$ cat src/hdl/kwm_pkg.sv
package kwm_pkg;

  localparam int unsigned SRC_W = 2;
  localparam int unsigned TS_W  = 64;
  localparam int unsigned PL_W  = 32;

  // Request kinds.
  localparam logic REQ_EVENT = 1'b0;
  localparam logic REQ_END   = 1'b1;

  // Result status codes.
  localparam logic STATUS_OK     = 1'b0;
  localparam logic STATUS_REJECT = 1'b1;

  typedef struct packed {
    logic             req_type;
    logic [SRC_W-1:0] source_index;
    logic [TS_W-1:0]  event_timestamp;
    logic [PL_W-1:0]  event_payload;
  } req_t;

  typedef struct packed {
    logic [SRC_W-1:0] out_source;
    logic [TS_W-1:0]  out_timestamp;
    logic [PL_W-1:0]  out_payload;
    logic             status;
    logic             last_of_run;
    logic             all_done;
  } rsp_t;

  typedef enum logic [2:0] {
    ST_IDLE,
    ST_CHECK,
    ST_SCAN,
    ST_DRAIN,
    ST_PICK,
    ST_OUT
  } state_t;

endpackage

$ cat src/hdl/k_way_timestamp_merge_top.sv
// Channel   Direction  Handshake             Payload
// request   in         req_valid / req_stall req  (kwm_pkg::req_t)
// response  out        rsp_valid / rsp_stall rsp  (kwm_pkg::rsp_t)
//
// One request is taken at a time. Each merged result comes from a walk of the slot
// memory (one entry read and compared per cycle, through a registered read port).
// Reset (rst, synchronous) clears the pending and finished marks; the slot memory
// holds no reset value. A stalled response simply holds the block in ST_OUT.
module k_way_timestamp_merge_top #(
  parameter int unsigned NUM_SOURCES = 4
) (
  input  logic          clk,
  input  logic          rst,
  input  logic          req_valid,
  output logic          req_stall,
  input  kwm_pkg::req_t req,
  output logic          rsp_valid,
  input  logic          rsp_stall,
  output kwm_pkg::rsp_t rsp
);
  import kwm_pkg::*;

  // Index width for the slot memory, and a width wide enough to hold the
  // source field, any slot index and the source count itself.
  localparam int unsigned IW = (NUM_SOURCES > 1) ? $clog2(NUM_SOURCES) : 1;
  localparam int unsigned XW = ((IW + 1) > SRC_W) ? (IW + 1) : SRC_W;

  // Each slot holds the timestamp and payload of its pending event.
  typedef struct packed {
    logic [TS_W-1:0] ts;
    logic [PL_W-1:0] pl;
  } slot_t;

  state_t state;
  state_t state_next;

  logic [NUM_SOURCES-1:0] slot_valid;
  logic [NUM_SOURCES-1:0] source_finished;

  // Slot memory: one write port (request), one read port (scan).
  slot_t mem [NUM_SOURCES];
  slot_t rd_word;

  logic [IW-1:0] scan_cnt;
  logic          cmp_vld;
  logic [IW-1:0] cmp_idx;

  logic          best_found;
  logic [IW-1:0] best_idx;
  slot_t         best_word;

  rsp_t rsp_q;

  // Decode of the incoming request.
  logic [XW-1:0] src_ext;
  logic [IW-1:0] src_idx;
  logic          src_oob;
  logic          reject;
  logic          req_acc;

  assign src_ext = XW'(req.source_index);
  assign src_idx = src_ext[IW-1:0];
  assign src_oob = (src_ext >= XW'(NUM_SOURCES));
  assign reject  = src_oob || source_finished[src_idx] ||
                   ((req.req_type == REQ_EVENT) && slot_valid[src_idx]);
  assign req_acc = req_valid && !req_stall;

  // A merge step is possible when every unfinished source has an event
  // pending and at least one event is pending.
  logic can_emit;
  logic all_fin;
  assign can_emit = (&(source_finished | slot_valid)) && (|slot_valid);
  assign all_fin  = &source_finished;

  // The same test as it will look once the chosen slot is freed; it sets the
  // run flags of the result being formed.
  logic [NUM_SOURCES-1:0] valid_after;
  logic                   can_after;
  assign valid_after = slot_valid & ~(NUM_SOURCES'(1) << best_idx);
  assign can_after   = (&(source_finished | valid_after)) && (|valid_after);

  // The comparison stage sees one memory word per cycle; ties keep the
  // earlier, lower-indexed slot since the walk goes upward.
  logic take;
  assign take = cmp_vld && slot_valid[cmp_idx] &&
                (!best_found || (rd_word.ts < best_word.ts));

  // Next state.
  always_comb begin
    state_next = state;
    case (state)
      ST_IDLE: begin
        if (req_acc) begin
          state_next = reject ? ST_OUT : ST_CHECK;
        end
      end
      ST_CHECK: begin
        state_next = can_emit ? ST_SCAN : ST_IDLE;
      end
      ST_SCAN: begin
        if (scan_cnt == IW'(NUM_SOURCES - 1)) begin
          state_next = ST_DRAIN;
        end
      end
      ST_DRAIN: state_next = ST_PICK;
      ST_PICK:  state_next = ST_OUT;
      ST_OUT: begin
        if (!rsp_stall) begin
          state_next = ST_CHECK;
        end
      end
      default: state_next = ST_IDLE;
    endcase
  end

  // Handshake outputs.
  always_comb begin
    req_stall = 1'b1;
    rsp_valid = 1'b0;
    case (state)
      ST_IDLE: req_stall = 1'b0;
      ST_OUT:  rsp_valid = 1'b1;
      default: begin
        req_stall = 1'b1;
        rsp_valid = 1'b0;
      end
    endcase
  end

  assign rsp = rsp_q;

  always_ff @(posedge clk) begin
    if (rst) begin
      state <= ST_IDLE;
    end else begin
      state <= state_next;
    end
  end

  // Slot memory. Requests write only in ST_IDLE and the walk uses reads only from ST_SCAN (the read
  // port itself reads every cycle), so accesses to one entry never overlap.
  always_ff @(posedge clk) begin
    if ((state == ST_IDLE) && req_acc && !reject && (req.req_type == REQ_EVENT)) begin
      mem[src_idx] <= '{ts: req.event_timestamp, pl: req.event_payload};
    end
    rd_word <= mem[scan_cnt];
  end

  // Pending and finished marks, scan control.
  always_ff @(posedge clk) begin
    if (rst) begin
      slot_valid      <= '0;
      source_finished <= '0;
      scan_cnt        <= '0;
      cmp_vld         <= 1'b0;
      cmp_idx         <= '0;
      best_found      <= 1'b0;
    end else begin
      cmp_vld <= (state == ST_SCAN);
      cmp_idx <= scan_cnt;
      case (state)
        ST_IDLE: begin
          if (req_acc && !reject) begin
            if (req.req_type == REQ_EVENT) begin
              slot_valid[src_idx] <= 1'b1;
            end else begin
              source_finished[src_idx] <= 1'b1;
            end
          end
        end
        ST_CHECK: begin
          scan_cnt   <= '0;
          best_found <= 1'b0;
          // The last source has finished and nothing is left to merge.
          if (!can_emit && all_fin) begin
            slot_valid      <= '0;
            source_finished <= '0;
          end
        end
        ST_SCAN: begin
          scan_cnt <= scan_cnt + IW'(1);
          if (take) begin
            best_found <= 1'b1;
          end
        end
        ST_DRAIN: begin
          if (take) begin
            best_found <= 1'b1;
          end
        end
        ST_PICK: begin
          slot_valid <= valid_after;
        end
        default: begin
        end
      endcase
    end
  end

  // Best candidate and response register.
  always_ff @(posedge clk) begin
    if (take) begin
      best_idx  <= cmp_idx;
      best_word <= rd_word;
    end
    if ((state == ST_IDLE) && req_acc && reject) begin
      rsp_q.out_source    <= req.source_index;
      rsp_q.out_timestamp <= '0;
      rsp_q.out_payload   <= '0;
      rsp_q.status        <= STATUS_REJECT;
      rsp_q.last_of_run   <= 1'b1;
      rsp_q.all_done      <= 1'b0;
    end else if (state == ST_PICK) begin
      rsp_q.out_source    <= SRC_W'(best_idx);
      rsp_q.out_timestamp <= best_word.ts;
      rsp_q.out_payload   <= best_word.pl;
      rsp_q.status        <= STATUS_OK;
      rsp_q.last_of_run   <= !can_after;
      rsp_q.all_done      <= !can_after && all_fin;
    end
  end

endmodule

$ cat config.mk
export PLATFORM = sky130hd
export DESIGN_NAME = k_way_timestamp_merge_top
export DESIGN_NICKNAME = d
export VERILOG_FILES = /design/src/hdl/kwm_pkg.sv /design/src/hdl/k_way_timestamp_merge_top.sv
export SDC_FILE = /design/constraint.sdc
export NUM_CORES = 1
export LEC_CHECK = 0
export ABC_AREA = 0
export BUFFER_PORTS_ARGS = -buffer_cell sky130_fd_sc_hd__buf_2
export CAP_MARGIN = 20
export CORE_MARGIN = 2
export CORE_UTILIZATION = 53
export CTS_CLUSTER_SIZE = 14
export DETAILED_ROUTE_END_ITERATION = 12
export GPL_TIMING_DRIVEN = 0
export PLACE_DENSITY = 0.84
export RECOVER_POWER = 50
export SYNTH_ARGS = -nofsm -noshare
export SYNTH_HDL_FRONTEND = slang
export SYNTH_SLANG_ARGS = --single-unit
$ cat constraint.sdc
create_clock -name clk -period 9.5 [get_ports clk]
set_clock_uncertainty 0.05 [all_clocks]
set_input_delay 0.95 -clock clk [delete_from_list [all_inputs] [get_ports clk]]
set_output_delay 0.95 -clock clk [all_outputs]
set_load 0.005 [all_outputs]
==> summary.md <==
| Metric | Value |
|---|---|
| Status | finished clean |
| Post-CTS Setup Inserts | 0 |
| CTS tree | yes |
| Post-Route M1 WL | 20600 µm |
| RePlAce Congestion | 0.824 |
| DP HPWL | 35400 µm |
| Leading area contributor after synthesis | edfxtp_1 |
| Max Cap Violations | 0 |
| WS Path Type | register to register |
| Synthesized cell area | 24700 µm² |
| Clk network pwr share | 39.0% |
| Final wirelength | 51800 µm |
| Buffers added on ports | 203 |
| Clk buf depth | 3 |
| Pwr/cell area | 234 nW/µm² |
| Top sig layer | met5 |
| Post-CTS Hold Buffers | 0 |
| Drc violations | 0 |
| CP Max Fanout | 17 |
| Post-synthesis sequential area ratio | 75.9% |
| Dominant synthesized flop cell | edfxtp_1 |
| Multi-input gate area | 5410 µm² |
| Worst vdd ir | 202 µV |
| Max Fclk | 256 MHz |
| Post-Place Setup Slack | 5320 ps |
| Hold Path Class | register to register |
| Vias per cell | 5.56 |
| Worst Path Arrival | 4160 ps |
| First-pass GRT wire length | 76900 µm |
| NetSw | 1.52 mW |
| CTS Buf Count | 68 |
| Post-synth EDFFs | 484 |
| Sequential cell area | 18800 µm² |
| WP data required | 9750 ps |
| Vias post-DR | 13500 |
| Fillers | 3201 |
| Remaining global-route overflow | 0 |
| RSZ-0062 raised after global routing | no |
| Synth cell types | 48 |
| Yosys warnings | 0 |
| Worst slew margin | 6.49% |
| Layout cell share with drive strength beyond 1 | 15.7% |
| Share of the synthesized area in the top cell type | 58.7% |
| Post-route minimum period | 3910 ps |
| Die Y | 220 µm |
| Largest net degree at the start of global routing | 18 |
| Sink Count | 696 |
| # rows | 79 |
| Met2 wire len | 26000 µm |
| CTS root buf | clkbuf_16 |
| Hold Slack | 351 ps |
| Area of the core | 46400 µm² |
| Initial Utilization | 53.4% |
| GRT Total Usage | 21.4% |
| CTS clk-pin slew, worst paths | 60 ps |
| Post-Syn Instances | 1464 |
| Seq cells post-synth | 696 |
| Most common cell in the netlist | edfxtp_1 |
| Pre-Repair DR Iteration Count | 5 |
| Pwr Total | 6.85 mW |
| Fin worst setup slack | 5590 ps |
| CTS resizes | 0 |
| Area Growth Syn to Fin | 18.6% |
| H-tree depth | 3 |
| IO Count | 206 |
| Die area | 48400 µm² |
| DR iter-0 viols | 1125 |
| DR WL met3 | 3580 µm |
| Startpoint Class | register |
| Initial antenna violation count | 7 |
| Ys async rst share | 0% |
| Flop pwr share | 53.1% |
| Max-slew violations | 0 |
| Fin crit share | 41.2% |
| Gate power share | 7.9% |
| Number of global-route vias before repair | 13700 |
| Die width | 220 µm |
| Crit path capture type | register |
| Fin. Hold Viols | 0 |
| Final Core Density | 63.3% |
| Tightest Pin Transition | 1400 ps |
| Leakage | 10.3 nW |
| Sw Ratio | 22.2% |
| Post-route ant nets | 0 |
| Skew-Pair Late Insertion Delay | 600 ps |
| Leading post-synthesis cells by cell area | edfxtp_1 59%, dfxtp_1 17%, mux4_2 8.9%, ha_1 3.2%, nand2_1 3.1% |
| Most frequent cells after synthesis | 484 x edfxtp_1, 212 x dfxtp_1, 207 x nand2_1 |
| Internal power | 5.33 mW |
| Syn Area/Cell | 16.9 µm² |
| Syn Nets | 1631 |
| Nets@finish | 1940 |
| Wire per inst | 21.3 µm |
| Final setup fails | 0 |
## per-layer routing
layer  track usage, %  up-vias
met1             27.4     6776
met4             8.57        6
li1                 -     6146
met3             4.51      121
met2             35.9      489
met5                0        -
## cells by family (layout without fill, tap and decap cells)
group	Yosys count	in the layout	synth area share, %
flip-flops	696	696	75.9
AND/OR/NAND/NOR	285	285	5.09
AO/OA/AOI/OAI	183	183	4.33
buffers and inverters	135	497	2.35
multiplexers	101	101	9.11
adder cells (fa/ha/maj)	64	64	3.24
other	0	3	0
## final cells by class
class | instances | area share, %
timing repair buffer | 239 | 5.47
multi-input combinational | 633 | 18.4
clock buffer | 102 | 6.83
antenna | 3 | 0.0256
inverter | 73 | 0.934
clock inverter | 21 | 0.806
sequential | 696 | 64.0
buffer | 62 | 0.921
tap | 607 | 2.59
## flip-flops by register name, indices dropped and copies added (netlist names)
name / flops
best_found: 1
best_idx: 2
best_word: 96
cmp_idx: 2
cmp_vld: 1
mem: 384
rd_word: 96
rsp: 101
scan_cnt: 2
slot_valid: 4
source_finished: 4
state: 3
## stage by stage
stage / TNS [ps] / instances / area [µm²]
2_1_floorplan: 0 / 1464 / 24800
3_3_place_gp: -92830 / 2274 / 26500
3_5_place_dp: 0 / 2310 / 27400
4_1_cts: 0 / 2433 / 29600
5_1_grt: 0 / 2435 / 29300
6_report: 0 / 2436 / 29300
## layout by cell type (no fill, tap or decap), drive strengths merged, types with 3 or more instances in the layout
master	count
edfxtp	484
clkbuf	313
dfxtp	212
nand2	207
a21oi	125
mux4	99
buf	90
inv	74
ha	64
nor2	20
a21o	14
clkinv	13
and4	9
a211oi	8
nand3	8
nor3	8
o21ai	7
nand4	7
nor2b	5
bufinv	5
nand2b	4
a221o	4
a32o	4
diode	3
and3	3
a22oi	3
or3	3
and2	3
o31ai	3
## final timing paths
check                        to  slack [ps]  cells past startpoint          start
hold reg to reg   best_word[21]         350                      0    rd_word[21]
setup / recovery   best_word[4]        5590                     11  best_word[41]
setup reg to reg   best_word[4]        5590                     11  best_word[41]
hold / removal    best_word[21]         350                      0    rd_word[21]
## critical path, cell delays in order, from the launching register on
cell,delay [ps]
edfxtp_1,390
inv_1,80
ha_1,240
a21o_1,190
a221o_1,320
a221o_1,380
nor3_1,370
o2111ai_1,240
o31ai_4,660
buf_8,280
buf_8,220
buf_16,180
## power groups by stage
stage                     registers [mW]  logic [mW]  clock network, mW
after CTS                           3.63       0.587               2.72
after global placement              3.69       0.534                  0
after global routing                3.66       0.607               2.83
after detailed placement            3.69       0.579                  0
after floorplan                     3.69       0.225                  0
final                               3.64       0.540               2.68
Power figures use the tool's default switching activity.
